[src/rtl/dlex_pkg.sv]
// Shared types, token codes, character constants and keyword tables for the Datalog lexer.
package dlex_pkg;

    localparam int LINE_BITS_DEF     = 16;
    localparam int POSITION_BITS_DEF = 32;
    localparam int LENGTH_BITS_DEF   = 16;
    localparam int KIND_W            = 5;

    typedef enum logic [KIND_W-1:0] {
        KIND_COMMA     = 5'd0,
        KIND_PERIOD    = 5'd1,
        KIND_QMARK     = 5'd2,
        KIND_LPAREN    = 5'd3,
        KIND_RPAREN    = 5'd4,
        KIND_COLON     = 5'd5,
        KIND_COLONDASH = 5'd6,
        KIND_MUL       = 5'd7,
        KIND_ADD       = 5'd8,
        KIND_SCHEMES   = 5'd9,
        KIND_FACTS     = 5'd10,
        KIND_RULES     = 5'd11,
        KIND_QUERIES   = 5'd12,
        KIND_ID        = 5'd13,
        KIND_STRING    = 5'd14,
        KIND_COMMENT   = 5'd15,
        KIND_UNDEF     = 5'd16,
        KIND_EOF       = 5'd17
    } tok_kind_t;

    typedef enum logic [3:0] {
        PH_IDLE    = 4'd0,
        PH_ID      = 4'd1,
        PH_HASH    = 4'd2,
        PH_LC      = 4'd3,
        PH_BLK     = 4'd4,
        PH_BLK_BAR = 4'd5,
        PH_STR     = 4'd6,
        PH_STR_Q   = 4'd7,
        PH_COLON   = 4'd8
    } phase_t;

    localparam logic [7:0] CH_NL     = 8'h0A;
    localparam logic [7:0] CH_SPACE  = 8'h20;
    localparam logic [7:0] CH_HASH   = 8'h23;
    localparam logic [7:0] CH_QUOTE  = 8'h27;
    localparam logic [7:0] CH_LPAREN = 8'h28;
    localparam logic [7:0] CH_RPAREN = 8'h29;
    localparam logic [7:0] CH_STAR   = 8'h2A;
    localparam logic [7:0] CH_PLUS   = 8'h2B;
    localparam logic [7:0] CH_COMMA  = 8'h2C;
    localparam logic [7:0] CH_DASH   = 8'h2D;
    localparam logic [7:0] CH_PERIOD = 8'h2E;
    localparam logic [7:0] CH_COLON  = 8'h3A;
    localparam logic [7:0] CH_QMARK  = 8'h3F;
    localparam logic [7:0] CH_BAR    = 8'h7C;

    // Keyword spellings, first character at index 0, padded with zero bytes.
    localparam logic [0:3][0:7][7:0] KW_TEXT = '{
        {"Schemes", 8'h00},
        {"Facts", 24'h000000},
        {"Rules", 24'h000000},
        {"Queries", 8'h00}
    };
    localparam logic [0:3][2:0] KW_LEN = '{3'd7, 3'd5, 3'd5, 3'd7};

    function automatic logic is_letter(input logic [7:0] c);
        return (c >= 8'h61 && c <= 8'h7A) || (c >= 8'h41 && c <= 8'h5A);
    endfunction

    function automatic logic is_digit(input logic [7:0] c);
        return c >= 8'h30 && c <= 8'h39;
    endfunction

    function automatic logic is_space(input logic [7:0] c);
        return c == CH_SPACE || (c >= 8'h09 && c <= 8'h0D);
    endfunction

endpackage

[src/rtl/dlex_core.sv]
// Lexer state registers and the single-pass next-state and token logic.
module dlex_core import dlex_pkg::*; #(
    parameter int LINE_BITS     = LINE_BITS_DEF,
    parameter int POSITION_BITS = POSITION_BITS_DEF,
    parameter int LENGTH_BITS   = LENGTH_BITS_DEF,
    parameter int TOK_W         = KIND_W + LINE_BITS + POSITION_BITS + LENGTH_BITS + 1
) (
    input  logic             aclk,
    input  logic             aresetn,
    input  logic             fire,
    input  logic             mode,
    input  logic [7:0]       in_byte,
    output logic [1:0]       res_cnt,
    output logic [TOK_W-1:0] res0,
    output logic [TOK_W-1:0] res1
);

    localparam logic [LINE_BITS-1:0]   LINE_ONE = LINE_BITS'(1);
    localparam logic [LINE_BITS-1:0]   LINE_MAX = '1;
    localparam logic [LENGTH_BITS-1:0] LEN_ONE  = LENGTH_BITS'(1);
    localparam logic [LENGTH_BITS-1:0] LEN_MAX  = '1;

    phase_t                   phase_reg, phase_next;
    logic [LINE_BITS-1:0]     line_reg, line_next;
    logic [LINE_BITS-1:0]     tok_line_reg, tok_line_next;
    logic [POSITION_BITS-1:0] pos_reg, pos_next;
    logic [POSITION_BITS-1:0] tok_pos_reg, tok_pos_next;
    logic [LENGTH_BITS-1:0]   tok_len_reg, tok_len_next;
    logic [3:0]               cand_reg, cand_next;

    logic [LINE_BITS-1:0]   line_inc;
    logic [LENGTH_BITS-1:0] len_inc;
    logic [3:0]             cand_upd;
    logic [3:0]             cand_first;
    tok_kind_t              id_kind;
    logic                   pend_v;
    tok_kind_t              pend_kind;
    logic [LENGTH_BITS-1:0] pend_len;
    logic                   idle_v;
    tok_kind_t              idle_kind;
    logic                   done;
    logic [TOK_W-1:0]       pend_tok;
    logic [TOK_W-1:0]       second_tok;
    logic                   second_v;

    assign line_inc = (line_reg == LINE_MAX) ? line_reg : line_reg + LINE_ONE;
    assign len_inc  = (tok_len_reg == LEN_MAX) ? tok_len_reg : tok_len_reg + LEN_ONE;

    always_comb begin
        cand_upd   = '0;
        cand_first = '0;
        id_kind    = KIND_ID;
        for (int k = 3; k >= 0; k--) begin
            cand_upd[k] = cand_reg[k]
                && (tok_len_reg < LENGTH_BITS'(KW_LEN[2'(k)]))
                && (KW_TEXT[2'(k)][tok_len_reg[2:0]] == in_byte);
            cand_first[k] = (KW_TEXT[2'(k)][0] == in_byte);
            if (cand_reg[k] && tok_len_reg == LENGTH_BITS'(KW_LEN[2'(k)])) begin
                id_kind = tok_kind_t'(KIND_W'(KIND_SCHEMES) + KIND_W'(k));
            end
        end
    end

    always_comb begin
        phase_next    = phase_reg;
        line_next     = line_reg;
        tok_line_next = tok_line_reg;
        pos_next      = pos_reg;
        tok_pos_next  = tok_pos_reg;
        tok_len_next  = tok_len_reg;
        cand_next     = cand_reg;
        pend_v        = 1'b0;
        pend_kind     = KIND_ID;
        pend_len      = tok_len_reg;
        idle_v        = 1'b0;
        idle_kind     = KIND_UNDEF;
        done          = 1'b0;
        if (fire && mode) begin
            pend_v = (phase_reg != PH_IDLE);
            unique case (phase_reg)
                PH_ID:                      pend_kind = id_kind;
                PH_HASH, PH_LC:             pend_kind = KIND_COMMENT;
                PH_BLK, PH_BLK_BAR, PH_STR: pend_kind = KIND_UNDEF;
                PH_STR_Q:                   pend_kind = KIND_STRING;
                PH_COLON:                   pend_kind = KIND_COLON;
                default:                    pend_kind = KIND_UNDEF;
            endcase
            phase_next    = PH_IDLE;
            line_next     = LINE_ONE;
            tok_line_next = LINE_ONE;
            pos_next      = '0;
            tok_pos_next  = '0;
            tok_len_next  = '0;
            cand_next     = '0;
        end else if (fire) begin
            pos_next = pos_reg + POSITION_BITS'(1);
            unique case (phase_reg)
                PH_ID: begin
                    if (is_letter(in_byte) || is_digit(in_byte)) begin
                        cand_next    = cand_upd;
                        tok_len_next = len_inc;
                        done         = 1'b1;
                    end else begin
                        pend_v     = 1'b1;
                        pend_kind  = id_kind;
                        phase_next = PH_IDLE;
                    end
                end
                PH_HASH, PH_LC: begin
                    if (phase_reg == PH_HASH && in_byte == CH_BAR) begin
                        tok_len_next = len_inc;
                        phase_next   = PH_BLK;
                        done         = 1'b1;
                    end else if (in_byte == CH_NL) begin
                        pend_v     = 1'b1;
                        pend_kind  = KIND_COMMENT;
                        phase_next = PH_IDLE;
                    end else begin
                        tok_len_next = len_inc;
                        phase_next   = PH_LC;
                        done         = 1'b1;
                    end
                end
                PH_BLK: begin
                    tok_len_next = len_inc;
                    done         = 1'b1;
                    if (in_byte == CH_BAR) begin
                        phase_next = PH_BLK_BAR;
                    end else if (in_byte == CH_NL) begin
                        line_next = line_inc;
                    end
                end
                PH_BLK_BAR: begin
                    tok_len_next = len_inc;
                    done         = 1'b1;
                    if (in_byte == CH_HASH) begin
                        pend_v     = 1'b1;
                        pend_kind  = KIND_COMMENT;
                        pend_len   = len_inc;
                        phase_next = PH_IDLE;
                    end else if (in_byte != CH_BAR) begin
                        if (in_byte == CH_NL) begin
                            line_next = line_inc;
                        end
                        phase_next = PH_BLK;
                    end
                end
                PH_STR: begin
                    tok_len_next = len_inc;
                    done         = 1'b1;
                    if (in_byte == CH_QUOTE) begin
                        phase_next = PH_STR_Q;
                    end else if (in_byte == CH_NL) begin
                        line_next = line_inc;
                    end
                end
                PH_STR_Q: begin
                    if (in_byte == CH_QUOTE) begin
                        tok_len_next = len_inc;
                        phase_next   = PH_STR;
                        done         = 1'b1;
                    end else begin
                        pend_v     = 1'b1;
                        pend_kind  = KIND_STRING;
                        phase_next = PH_IDLE;
                    end
                end
                PH_COLON: begin
                    pend_v     = 1'b1;
                    phase_next = PH_IDLE;
                    if (in_byte == CH_DASH) begin
                        tok_len_next = len_inc;
                        pend_kind    = KIND_COLONDASH;
                        pend_len     = len_inc;
                        done         = 1'b1;
                    end else begin
                        pend_kind = KIND_COLON;
                    end
                end
                default: begin
                    phase_next = PH_IDLE;
                end
            endcase

            // The byte was not absorbed by a pending token, so it starts over from idle.
            if (!done) begin
                if (is_letter(in_byte) || in_byte == CH_HASH || in_byte == CH_QUOTE
                        || in_byte == CH_COLON) begin
                    tok_line_next = line_reg;
                    tok_pos_next  = pos_reg;
                    tok_len_next  = LEN_ONE;
                end
                priority if (is_letter(in_byte)) begin
                    cand_next  = cand_first;
                    phase_next = PH_ID;
                end else if (in_byte == CH_HASH) begin
                    phase_next = PH_HASH;
                end else if (in_byte == CH_QUOTE) begin
                    phase_next = PH_STR;
                end else if (in_byte == CH_COLON) begin
                    phase_next = PH_COLON;
                end else if (in_byte == CH_NL) begin
                    line_next = line_inc;
                end else if (is_space(in_byte)) begin
                    idle_v = 1'b0;
                end else begin
                    idle_v = 1'b1;
                    unique case (in_byte)
                        CH_COMMA:  idle_kind = KIND_COMMA;
                        CH_PERIOD: idle_kind = KIND_PERIOD;
                        CH_QMARK:  idle_kind = KIND_QMARK;
                        CH_LPAREN: idle_kind = KIND_LPAREN;
                        CH_RPAREN: idle_kind = KIND_RPAREN;
                        CH_STAR:   idle_kind = KIND_MUL;
                        CH_PLUS:   idle_kind = KIND_ADD;
                        default:   idle_kind = KIND_UNDEF;
                    endcase
                end
            end
        end
    end

    always_comb begin
        second_v = fire && (mode || idle_v);
        pend_tok = {pend_kind, tok_line_reg, tok_pos_reg, pend_len, 1'b0};
        if (mode) begin
            second_tok = {KIND_EOF, line_reg, pos_reg, LENGTH_BITS'(0), 1'b1};
        end else begin
            second_tok = {idle_kind, line_reg, pos_reg, LEN_ONE, 1'b1};
        end
        res_cnt = {1'b0, fire && pend_v} + {1'b0, second_v};
        res1    = second_tok;
        if (fire && pend_v) begin
            res0 = {pend_tok[TOK_W-1:1], !second_v};
        end else begin
            res0 = second_tok;
        end
    end

    always_ff @(posedge aclk) begin
        if (!aresetn) begin
            phase_reg    <= PH_IDLE;
            line_reg     <= LINE_ONE;
            tok_line_reg <= LINE_ONE;
            pos_reg      <= '0;
            tok_pos_reg  <= '0;
            tok_len_reg  <= '0;
            cand_reg     <= '0;
        end else begin
            phase_reg    <= phase_next;
            line_reg     <= line_next;
            tok_line_reg <= tok_line_next;
            pos_reg      <= pos_next;
            tok_pos_reg  <= tok_pos_next;
            tok_len_reg  <= tok_len_next;
            cand_reg     <= cand_next;
        end
    end

    // An end-of-input transfer always yields a token and returns the lexer to its start state.
    a_eof_emits: assert property (@(posedge aclk) disable iff (!aresetn)
        fire && mode |-> res_cnt != 2'd0)
        else $error("end of input produced no token");

    a_eof_restart: assert property (@(posedge aclk) disable iff (!aresetn)
        fire && mode |=> phase_reg == PH_IDLE && pos_reg == '0 && line_reg == LINE_ONE)
        else $error("lexer did not restart after end of input");

    a_open_token_len: assert property (@(posedge aclk) disable iff (!aresetn)
        phase_reg != PH_IDLE |-> tok_len_reg != '0)
        else $error("open token has zero length");

endmodule

[src/rtl/dlex_outbuf.sv]
// Two-entry result register that takes one or two tokens per input transfer.
module dlex_outbuf #(
    parameter int TOK_W = 70
) (
    input  logic             aclk,
    input  logic             aresetn,
    input  logic [1:0]       push_cnt,
    input  logic [TOK_W-1:0] push0,
    input  logic [TOK_W-1:0] push1,
    input  logic             m_ready,
    output logic             s_ready,
    output logic             m_valid,
    output logic [TOK_W-1:0] m_tok
);

    logic [1:0]       count_reg, count_next;
    logic [TOK_W-1:0] slot0_reg, slot0_next;
    logic [TOK_W-1:0] slot1_reg, slot1_next;
    logic             pop;
    logic             push;

    assign m_valid = (count_reg != 2'd0);
    assign m_tok   = slot0_reg;
    assign pop     = m_valid && m_ready;
    assign s_ready = (count_reg == 2'd0) || (count_reg == 2'd1 && m_ready);
    assign push    = (push_cnt != 2'd0);

    always_comb begin
        count_next = count_reg;
        slot0_next = slot0_reg;
        slot1_next = slot1_reg;
        if (push) begin
            count_next = push_cnt;
            slot0_next = push0;
            slot1_next = push1;
        end else if (pop) begin
            count_next = count_reg - 2'd1;
            slot0_next = slot1_reg;
        end
    end

    always_ff @(posedge aclk) begin
        if (!aresetn) begin
            count_reg <= 2'd0;
        end else begin
            count_reg <= count_next;
        end
    end

    always_ff @(posedge aclk) begin
        slot0_reg <= slot0_next;
        slot1_reg <= slot1_next;
    end

    a_push_room: assert property (@(posedge aclk) disable iff (!aresetn)
        push |-> count_reg == 2'd0 || pop)
        else $error("tokens pushed into a full result register");

    a_count_range: assert property (@(posedge aclk) disable iff (!aresetn)
        count_reg != 2'd3)
        else $error("result count out of range");

    a_pair_order: assert property (@(posedge aclk) disable iff (!aresetn)
        count_reg == 2'd2 |-> slot1_reg[0] && !slot0_reg[0])
        else $error("token pair has wrong last-of-run marks");

endmodule

[src/rtl/datalog_lexer_top.sv]
// Latency: a token appears on the m_ side in the cycle after the input transfer that completes it.
// Throughput: one byte per cycle while m_ready is high; a byte that completes two tokens holds s_ready low
// until the two-entry result register has passed the first of them on to the m_ side.
// The lexer state is updated in the same cycle as the input transfer, in a single pass.
// Reset (aresetn low, synchronous): line 1, position 0, no open token, result register empty.
module datalog_lexer_top import dlex_pkg::*; #(
    parameter int LINE_BITS     = LINE_BITS_DEF,
    parameter int POSITION_BITS = POSITION_BITS_DEF,
    parameter int LENGTH_BITS   = LENGTH_BITS_DEF
) (
    input  logic                     aclk,
    input  logic                     aresetn,
    input  logic                     s_valid,
    output logic                     s_ready,
    input  logic                     s_mode,
    input  logic [7:0]               s_in_byte,
    output logic                     m_valid,
    input  logic                     m_ready,
    output logic [KIND_W-1:0]        m_token_kind,
    output logic [LINE_BITS-1:0]     m_line_number,
    output logic [POSITION_BITS-1:0] m_start_position,
    output logic [LENGTH_BITS-1:0]   m_lexeme_length,
    output logic                     m_last_of_run
);

    localparam int TOK_W = KIND_W + LINE_BITS + POSITION_BITS + LENGTH_BITS + 1;

    logic             fire;
    logic [1:0]       res_cnt;
    logic [TOK_W-1:0] res0;
    logic [TOK_W-1:0] res1;
    logic [TOK_W-1:0] m_tok;

    assign fire = s_valid && s_ready;

    dlex_core #(
        .LINE_BITS     (LINE_BITS),
        .POSITION_BITS (POSITION_BITS),
        .LENGTH_BITS   (LENGTH_BITS),
        .TOK_W         (TOK_W)
    ) u_core (
        .aclk    (aclk),
        .aresetn (aresetn),
        .fire    (fire),
        .mode    (s_mode),
        .in_byte (s_in_byte),
        .res_cnt (res_cnt),
        .res0    (res0),
        .res1    (res1)
    );

    dlex_outbuf #(
        .TOK_W (TOK_W)
    ) u_outbuf (
        .aclk     (aclk),
        .aresetn  (aresetn),
        .push_cnt (res_cnt),
        .push0    (res0),
        .push1    (res1),
        .m_ready  (m_ready),
        .s_ready  (s_ready),
        .m_valid  (m_valid),
        .m_tok    (m_tok)
    );

    assign {m_token_kind, m_line_number, m_start_position, m_lexeme_length, m_last_of_run} = m_tok;

endmodule

[config.mk]
export PLATFORM = sky130hd
export DESIGN_NAME = datalog_lexer_top
export DESIGN_NICKNAME = d
export VERILOG_FILES = /design/src/rtl/dlex_pkg.sv /design/src/rtl/dlex_core.sv /design/src/rtl/dlex_outbuf.sv /design/src/rtl/datalog_lexer_top.sv
export SDC_FILE = /design/constraint.sdc
export NUM_CORES = 1
export LEC_CHECK = 0
export BUFFER_PORTS_ARGS = -buffer_cell sky130_fd_sc_hd__buf_2
export CAP_MARGIN = 5
export CORE_MARGIN = 2
export CORE_UTILIZATION = 50
export DETAILED_ROUTE_END_ITERATION = 12
export GPL_TIMING_DRIVEN = 0
export PLACE_DENSITY = 0.79
export SLEW_MARGIN = 10
export SYNTH_ARGS = -nofsm -noshare
export SYNTH_HDL_FRONTEND = slang
export SYNTH_SLANG_ARGS = --single-unit
[constraint.sdc]
create_clock -name aclk -period 6.15 [get_ports aclk]
set_clock_uncertainty 0.15 [all_clocks]
set_input_delay 0.9225 -clock aclk [delete_from_list [all_inputs] [get_ports aclk]]
set_output_delay 0.9225 -clock aclk [all_outputs]
set_load 0.03 [all_outputs]
==> out/results.ini, run 1 <==
[timing]
hold-worst-slack_ns = 0.2915
fin_crit_sh_pct = 83.79
worstMarginPinSlew_ns = 1.236
max-slew-margin-rel_pct = 16.42
layout_min_cycle_time_ns = 5.153
rsz0062_at_grt = no
tns_ns = 0
drv_slew = 0
report.final.setup_viol = 0
final_hold_viol_count = 0
max_freq_ghz = 0.1941

[cts]
cts_setup_buffers = 0
clkTransAtPathRegs_ns = 0.06
cts_hold_buf = 0
cts_root_buf = clkbuf_16
cts_buffer_depth = 3
clock_latency_ns = 0.54
htree_levels = 1
cts_tree = done
cts_sinks = 246
cts_resized = 0
numCtsBuffers = 25

[logic_synthesis]
async_flop_share_pct = 0
ys_ff_latch = 246
syn-num-nets = 1231
syn-cell-area_um2 = 11920
ys_top_cells_by_count = nand2_1 (135), nor2_1 (134), edfxtp_1 (124)
synth_top_area_share_pct = 31.24
yosysTopAreaCell = edfxtp_1
yosys-top-cells-area = edfxtp_1 (31%), dfxtp_1 (20%), mux2i_1 (8.6%)
synth_edf_count = 124
synth_fa_ha_area_share_pct = 1.470
synthMuxAreaShare_pct = 8.661
yosys.cell_count.top_type = nand2_1
ys_warn_count = 0
yosysSeqAreaShare_pct = 51.73
synth_xor_area_share_pct = 3.454
synth_cell_types = 73
syn_area_per_cell_um2 = 9.899
ys.flop_type = edfxtp_1
synthCells = 1204
synth_top_family_by_area = simple AND/OR/NAND/NOR gates
yosys.area_share.simple_pct = 18.75
synth-compound-area-share_pct = 11.63

[final_layout]
largest_register_ffs = 70
syn_to_final_growth_pct = 14.48
fin_nets = 1341
fill_cells = 1998
diodes = 0
drive_gt1_share_pct = 11.86

[global_route]
overflow = 0
grt_use_total_pct = 23.77
grt_pass1_wl_um = 47200
grt_max_degree = 49
antenna_found_initial = 0
grt_pass1_vias = 8901

[critical_path]
r2r-start = u_outbuf.count_reg[0]
rrSetupSlack_ns = 1.36
r2r_cells = 17
critPathMaxFanout = 10
endpoint_kind = flop
arrival_ns = 5.35
critPathLaunch = s_in_byte[4]
r2r-end = u_outbuf.m_tok[47]
cp.required_ns = 6.34
path_class = input port to flop
start_kind = input port

[job]
max-cap-violations = 0

[drt]
dr.pass1.iters = 5
wl_per_cell_um = 18.12
drt-total-wl_um = 29920
drtIter0Drc = 722
drc = 0
via_count = 9614
antenna_left = 0
viasPerCell = 5.823

[power]
leakagePower_nw = 4.923
power_density_nw_per_um2 = 425.3
ir_worst_vdd_mv = 0.2226

[placement]
hpwl_um = 21060
numPortBuffers = 81
globalplace.congestion = 0.9654

[die]
core_um2 = 23400
rows = 56
die_w_um = 158.4
initial_core_util_pct = 50.93
ios = 85
dieArea_um2 = 25090
die_height_um = 158.4

[worst_hold_path]
whs_endpoint = u_outbuf.slot1_reg[63]
hp-class = flop to flop
hp-start = u_core.line_reg[14]
whs_path_depth = 0

[outcome]
status = complete, no violations

==> layer usage <==
layer	up-vias	track usage (%)	part of all wire [%]
li1	4577	-	-
met5	-	0	0
met1	4644	33.34	44
met4	0	7.550	2.6
met2	340	37.89	46
met3	53	3.783	7.2
==> metrics by stage <==
stage	cell area (µm²)	total power, mW	utilization (%)	cells	setup WS [ns]
global route	13640	6.072	58.30	1651	0.5745
floorplan	11920	3.648	-	1204	0.4172
finish	13640	5.803	58.30	1651	0.9968
CTS	13640	5.834	58.30	1651	0.9810
detailed placement	12780	4.242	54.60	1606	0.4826
global placement	12720	4.202	54.37	1604	-1.257
==> worst max-delay path, stage by stage <==
cell and delay, ns:
buf_2 0.14, nor4b_1 1.05, and3_1 0.38, a211oi_1 0.09
o211ai_1 0.13, buf_2 0.26, nor3_1 0.08, o21ai_0 0.41
ha_1 0.23, clkbuf_1 0.40, clkbuf_1 0.50, clkbuf_1 0.55
nand2_1 0.08, o21ai_0 0.13
==> report_power, final <==
group	internal, mW	switching (mW)	leakage, nW
Clock	0.972	0.623	0.419
Sequential	2.23	0.0952	2.21
Combinational	0.480	1.41	2.30
==> final cells by class <==
class	count	area [µm²]	share of cell area [%]
clock inverter	7	152.6	1.119
buffer	81	434.2	3.182
inverter	21	78.83	0.5777
clock buffer	38	714.4	5.236
timing repair buffer	83	445.4	3.265
sequential	246	6166	45.19
multi-input combinational	856	5254	38.51
tap	319	399.1	2.925
==> cells by family after synthesis <==
| kind of cell | after synthesis |
|---|---|
| mux | 103 |
| simple gates | 464 |
| compound gates | 228 |
| fa+ha+maj | 14 |
| buf+inv | 102 |
| flops | 246 |
| xor+xnor | 47 |
==> placed cells by master, fill, tap and decap left out, types with 5 or more instances in the layout <==
master	Yosys	routed
a211oi_1	9	9
a21oi_1	57	57
a31oi_1	11	11
and2_1	8	8
and3_1	25	25
and4_1	7	7
buf_12	3	5
buf_2	8	89
buf_6	8	8
clkbuf_1	56	65
clkbuf_16	0	25
dfxtp_1	122	122
edfxtp_1	124	124
ha_1	14	14
inv_1	20	19
mux2i_1	102	102
nand2_1	135	135
nand2b_1	8	7
nand3_1	39	39
nand4_1	14	14
nor2_1	134	134
nor2b_1	13	13
nor3_1	21	21
nor4_1	23	23
nor4bb_1	5	5
o211ai_1	9	9
o21ai_0	70	70
o21ai_1	20	20
o31ai_1	5	5
or2_2	5	5
or3_1	11	11
xnor2_1	23	23
xor2_1	24	24
==> how the worst max path moves through the flow <==
stage	endpoint	cells after the start
2_1_floorplan	u_outbuf.m_tok[0]	13
3_3_place_gp	u_outbuf.m_tok[7]	12
3_5_place_dp	u_outbuf.m_tok[7]	13
6_report	u_outbuf.m_tok[47]	14
5_1_grt	u_outbuf.m_tok[47]	14
4_1_cts	u_outbuf.m_tok[16]	13
(Power assumes the default switching activity.)
==> run 2, diff against run 1 <==
- clock period: 6.15 -> 4.99 ns (I/O delays scaled with it)
==> out/results.ini, run 2 (synthesis results as in run 1) <==
[cts]
clock_latency_ns = 0.53  ; was 0.54 ns
cts_tree = done  ; unchanged
numCtsBuffers = 24  ; was 25
htree_levels = 1  ; unchanged
cts_sinks = 246  ; unchanged
cts_buffer_depth = 3  ; unchanged
cts_setup_buffers = 0  ; unchanged
clkTransAtPathRegs_ns = 0.06  ; about the same
cts_root_buf = clkbuf_16  ; unchanged
cts_hold_buf = 0  ; unchanged

[global_route]
grt_pass1_wl_um = 46310  ; was 47,200 µm
grt_use_total_pct = 23.29  ; was 23.77%
grt_pass1_vias = 8728  ; was 8,901
overflow = 0  ; unchanged
grt-busiest-layer = met2  ; unchanged
antenna_found_initial = 0  ; unchanged
grt_max_degree = 49  ; unchanged
grtUsageMet1_pct = 33.27  ; was 33.34%
use_met3_pct = 3.076  ; was 3.783%
grt.met2_usage_pct = 36.98  ; was 37.89%

[timing]
max-slew-margin-rel_pct = 31.17  ; was 16.42%
fin_crit_sh_pct = 93.49
max_freq_ghz = 0.2143
final_hold_viol_count = 0  ; unchanged
hold-worst-slack_ns = 0.2810  ; was 0.2915 ns
worstMarginPinSlew_ns = 1.023  ; was 1.236 ns
layout_min_cycle_time_ns = 4.665
report.final.setup_viol = 0  ; unchanged
drv_slew = 0  ; unchanged
rsz0062_at_grt = no  ; unchanged

[critical_path]
critical_path.max_stage_delay_ns = 0.56  ; was 1.05 ns
critPathBufInv = 7  ; was 5
path_class = input port to flop  ; unchanged
r2r-start = u_core.phase_reg[2]  ; was u_outbuf.count_reg[0]
critPathMaxFanout = 48  ; was 10
path_cells = buf_2 -> or4b_4 -> or4_4 -> a22oi_2 -> a41o_1 -> o21ai_2 -> inv_2 -> buf_4 -> buf_2 -> ha_1 -> clkbuf_1 -> clkbuf_2 -> nand2b_4 -> buf_16  ; was buf_2 -> nor4b_1 -> and3_1 -> a211oi_1 -> o211ai_1 -> buf_2 -> nor3_1 -> o21ai_0 -> ha_1 -> clkbuf_1 -> clkbuf_1 -> clkbuf_1 -> nand2_1 -> o21ai_0
endpoint_kind = flop  ; unchanged
r2r_cells = 13  ; was 17
cp.required_ns = 5.09  ; was 6.34 ns
cpMostUsedCell = buf_2  ; was clkbuf_1
arrival_ns = 4.76  ; was 5.35 ns
slowest_stage = or4b_4  ; was nor4b_1
start_kind = input port  ; unchanged
r2r-end = u_outbuf.m_tok[4]  ; was u_outbuf.m_tok[47]
cp_top_family = buffers and inverters  ; unchanged
rrSetupSlack_ns = 0.36  ; was 1.36 ns

[worst_hold_path]
whs_path_depth = 0  ; unchanged
hp-start = u_core.pos_reg[7]  ; was u_core.line_reg[14]
hp-class = flop to flop  ; unchanged
whs_endpoint = u_outbuf.slot1_reg[24]  ; was u_outbuf.slot1_reg[63]

[drt]
via_count = 9525  ; was 9,614
antenna_left = 0  ; unchanged
drc = 0  ; unchanged
wl_per_cell_um = 17.62  ; was 18.12 µm
dr.pass1.iters = 5  ; unchanged
viasPerCell = 5.773  ; was 5.823
drt-total-wl_um = 29070  ; was 29,920 µm
drtIter0Drc = 669  ; was 722

[die]
die_w_um = 158.4  ; unchanged
die_height_um = 158.4  ; unchanged
rows = 56  ; unchanged
dieArea_um2 = 25090  ; unchanged
core_um2 = 23400  ; unchanged
ios = 85  ; unchanged
initial_core_util_pct = 50.93  ; unchanged

[final_layout]
postLayoutCoreUtil_pct = 58.10  ; was 58.30%
diodes = 0  ; unchanged
fin_nets = 1340  ; was 1,341
final_common_cell = nand2_1  ; unchanged
drive_gt1_share_pct = 12.32  ; was 11.86%
layout.cells.most_common_list = nand2_1 (135), nor2_1 (134), edfxtp_1 (124)  ; unchanged
syn_to_final_growth_pct = 14.08  ; was 14.48%
largest_register_ffs = 70  ; unchanged

[placement]
hpwl_um = 20650  ; was 21,060 µm
globalplace.congestion = 0.9813  ; was 0.9654
numPortBuffers = 81  ; unchanged

[power]
ir_worst_vdd_mv = 0.4013  ; was 0.2226 mV
leakagePower_nw = 4.895  ; was 4.923 nW
power_density_nw_per_um2 = 514.4  ; was 425.3 nW/µm²
total_power_mw = 6.995  ; was 5.803 mW

[outcome]
status = complete, no violations  ; unchanged

[job]
max-cap-violations = 0  ; unchanged

==> run 2: layer usage <==
metal,vias to the layer above,routed length (µm)
met2,384,13000
met5,-,0
met4,0,831
met1,4493,13130
li1,4583,-
met3,65,2103
==> run 2: repair_timing <==
action | in CTS | in global routing
cloned | 0 | 0
setup endpoints to repair | 48 | 69
gates resized for setup | 1 | 4
==> run 2: how the worst max path moves through the flow <==
| stage | from | endpoint | slack, ns | cells past startpoint |
|---|---|---|---|---|
| finish | s_in_byte[4] | u_outbuf.m_tok[2] | 0.32 | 14 |
| global route | s_in_byte[4] | u_outbuf.m_tok[49] | 0.07 | 14 |
| CTS | s_in_byte[4] | u_outbuf.m_tok[4] | 0.1 | 14 |
| detailed placement | s_in_byte[4] | u_outbuf.m_tok[5] | -0.58 | 13 |
| global placement | s_in_byte[4] | u_outbuf.m_tok[6] | -1.31 | 12 |
| floorplan | s_in_byte[6] | u_outbuf.m_tok[0] | 0.14 | 13 |
==> run 2: where the power goes <==
part           total, mW  switching, mW  leakage (nW)  internal, mW
Clock               1.81          0.770         0.383          1.04
Combinational       2.32           1.72          2.30         0.602
Sequential          2.86          0.117          2.21          2.74
Total               6.99           2.61          4.89          4.39
==> run 2: area by class of cell <==
class	instances	area (µm²)
Inverter	21	78.83
Timing Repair Buffer	83	452.9
Fill cell	2009	9806
Tap cell	319	399.1
Multi-Input combinational cell	856	5273
Buffer	81	435.4
Clock buffer	31	656.9
Sequential cell	246	6166
Clock inverter	13	135.1
==> run 2: through the flow <==
step | instance area [µm²] | setup TNS (ns) | std cells | setup slack (ns)
6_report | 13600 | 0 | 1650 | 0.3246
5_1_grt | 13600 | 0 | 1650 | 0.06850
4_1_cts | 13580 | 0 | 1650 | 0.09716
3_5_place_dp | 12780 | -46.94 | 1606 | -0.5755
3_3_place_gp | 12730 | -149.64 | 1604 | -1.310
2_1_floorplan | 11920 | 0 | 1204 | 0.1447
==> run 3, diff against run 2 <==
- MAX_ROUTING_LAYER: unset -> met4
- PLACE_DENSITY: 0.79 -> 0.68
- REMOVE_ABC_BUFFERS: unset -> 1
==> out/results.ini, run 3 (synthesis results as in run 1) <==
[outcome]
status = complete, no violations  ; unchanged

[final_layout]
register_area_um2 = 6166  ; unchanged
layout.cells.most_common_list = nand2_1 (134), nor2_1 (134), edfxtp_1 (124)  ; was nand2_1 (135), nor2_1 (134), edfxtp_1 (124)
fin_area_um2 = 13360  ; was 13,600 µm²
drive_gt1_share_pct = 12.26  ; was 12.32%
fin_nets = 1272  ; was 1,340
fill_cells = 2064  ; was 2,009
largest_register_ffs = 70  ; unchanged
syn_to_final_growth_pct = 12.05  ; was 14.08%
multi_input_area_um2 = 5314  ; was 5273 µm²

[global_route]
grt_max_degree = 64  ; was 49
grt_pass1_vias = 8263  ; was 8,728
grt_pass1_wl_um = 42760  ; was 46,310 µm
grt_use_total_pct = 21.69  ; was 23.29%
antenna_found_initial = 1  ; was 0
overflow = 0  ; unchanged

[cts]
cts_hold_buf = 0  ; unchanged
cts_root_buf = clkbuf_16  ; unchanged
cts_tree = done  ; unchanged
numCtsBuffers = 25  ; was 24
htree_levels = 1  ; unchanged
clkTransAtPathRegs_ns = 0.06  ; about the same
cts_buffer_depth = 3  ; unchanged
cts_sinks = 246  ; unchanged
clock_latency_ns = 0.52  ; was 0.53 ns

[die]
initial_core_util_pct = 50.93  ; unchanged
rows = 56  ; unchanged
dieArea_um2 = 25090  ; unchanged
ios = 85  ; unchanged
die_w_um = 158.4  ; unchanged
core_um2 = 23400  ; unchanged
die_height_um = 158.4  ; unchanged

[drt]
via_count = 8969  ; was 9,525
drt-total-wl_um = 26280  ; was 29,070 µm
drc = 0  ; unchanged
antenna_left = 0  ; unchanged
wl_per_cell_um = 16.59  ; was 17.62 µm
drtIter0Drc = 599  ; was 669
dr.pass1.iters = 5  ; unchanged
viasPerCell = 5.662  ; was 5.773

[placement]
post_dp_cell_area_um2 = 12520  ; was 12,780 µm²
globalplace.congestion = 0.9342  ; was 0.9813
hpwl_um = 17030  ; was 20,650 µm
numPortBuffers = 84  ; was 81
place_ws_ns = -0.7006  ; was -0.5755 ns

[critical_path]
cp.required_ns = 5.08  ; was 5.09 ns
r2r_cells = 10  ; was 13
r2r-end = u_outbuf.m_tok[15]  ; was u_outbuf.m_tok[4]
arrival_ns = 4.72  ; was 4.76 ns
start_kind = flop  ; was input port
critPathLaunch = u_core.phase_reg[3]  ; was s_in_byte[4]
endpoint_kind = flop  ; unchanged
r2r-start = u_core.phase_reg[3]  ; was u_core.phase_reg[2]
rrSetupSlack_ns = 0.37  ; was 0.36 ns
path_class = flop to flop  ; was input port to flop
critPathMaxFanout = 63  ; was 48

[timing]
drv_slew = 0  ; unchanged
final_hold_viol_count = 0  ; unchanged
fin_crit_sh_pct = 92.68  ; was 93.49%
tns_ns = 0  ; unchanged
max-slew-margin-rel_pct = 23.53  ; was 31.17%
report.final.setup_viol = 0  ; unchanged
max_freq_ghz = 0.2162  ; was 0.2143 GHz
setup_ws_ns = 0.3655  ; was 0.3246 ns
layout_min_cycle_time_ns = 4.625  ; was 4.665 ns
rsz0062_at_grt = no  ; unchanged
worstMarginPinSlew_ns = 1.143  ; was 1.023 ns

[job]
max-cap-violations = 0  ; unchanged

[worst_hold_path]
whs_endpoint = u_core.cand_reg[3]  ; was u_outbuf.slot1_reg[24]
whs_path_depth = 2  ; was 0
hp-class = flop to flop  ; unchanged
hp-start = u_core.cand_reg[3]  ; was u_core.pos_reg[7]

[power]
power_density_nw_per_um2 = 515.9  ; was 514.4 nW/µm²
ir_worst_vdd_mv = 0.3749  ; was 0.4013 mV
leakagePower_nw = 4.784  ; was 4.895 nW
total_power_mw = 6.890  ; was 6.995 mW

-- run 3: changes by cell type in the layout (fill, tap and decap cells not counted), moves of 3 or more --
cell,delta
clkbuf_1,-49
buf_16,+4
buf_12,-3
buf_1,-3
clkinv_1,-3
buf_6,-8
buf_2,-5
clkbuf_8,+3
-- run 3: worst max-delay path, stage by stage (launching register included) --
cell and delay (ns):
dfxtp_1 0.66, nor4b_2 0.67, and3_1 0.34, a211oi_1 0.09, o211ai_1 0.27, nor3_1 0.16
o21ai_0 0.57, ha_4 0.53, buf_16 0.31, nand2b_4 0.25, buf_16 0.30
-- run 3: how the worst max path moves through the flow --
stage	depth (start not counted)	to	slack (ns)
after detailed placement	11	u_outbuf.m_tok[2]	-0.70
final	10	u_outbuf.m_tok[15]	0.37
after floorplan	8	u_outbuf.m_tok[0]	-3.03
after CTS	11	u_outbuf.m_tok[14]	0.05
after global routing	10	u_outbuf.m_tok[4]	0.02
after global placement	9	u_outbuf.m_tok[2]	-6.55
-- run 3: final cells by class --
| cell class | count | share of cell area, % |
|---|---|---|
| flip-flops and latches | 246 | 46.17 |
| repair buffers | 95 | 4.609 |
| well taps | 319 | 2.989 |
| diodes | 1 | 0.01874 |
| clock buffers | 41 | 5.584 |
| clock inverters | 5 | 0.2155 |
| multi-input cells | 856 | 39.79 |
| inverters | 21 | 0.6277 |
-- run 3: per-stage QoR --
stage               hold slack [ns]  cells  utilization (%)
finish                       0.3280   1584            57.07
CTS                          0.3272   1579            56.83
global placement             0.3079   1526            52.58
detailed placement           0.3129   1533            53.48
floorplan                    0.2913   1123                -
global route                 0.3563   1584            57.07
-- run 3: report_power, final --
| group | internal [mW] | switching (mW) | total (mW) |
|---|---|---|---|
| logic | 0.603 | 1.63 | 2.24 |
| registers | 2.75 | 0.142 | 2.89 |
| clock network | 1.02 | 0.749 | 1.77 |
-- run 3: routing by layer --
| layer | part of all wire, % | GRT usage (%) | wire [µm] |
|---|---|---|---|
| met5 | 0 | - | 0 |
| met1 | 46 | 29.31 | 12210 |
| met4 | 2.5 | 6.263 | 669 |
| met2 | 46 | 34.39 | 12140 |
| met3 | 4.8 | 2.940 | 1265 |
-- run 3: what timing repair did --
item                                    CTS  global route
resized for setup                         2             4
pin swaps                                 0             1
buffers inserted                          0             4
endpoints found under the setup margin   51            72
endpoints found under the hold margin     0             0
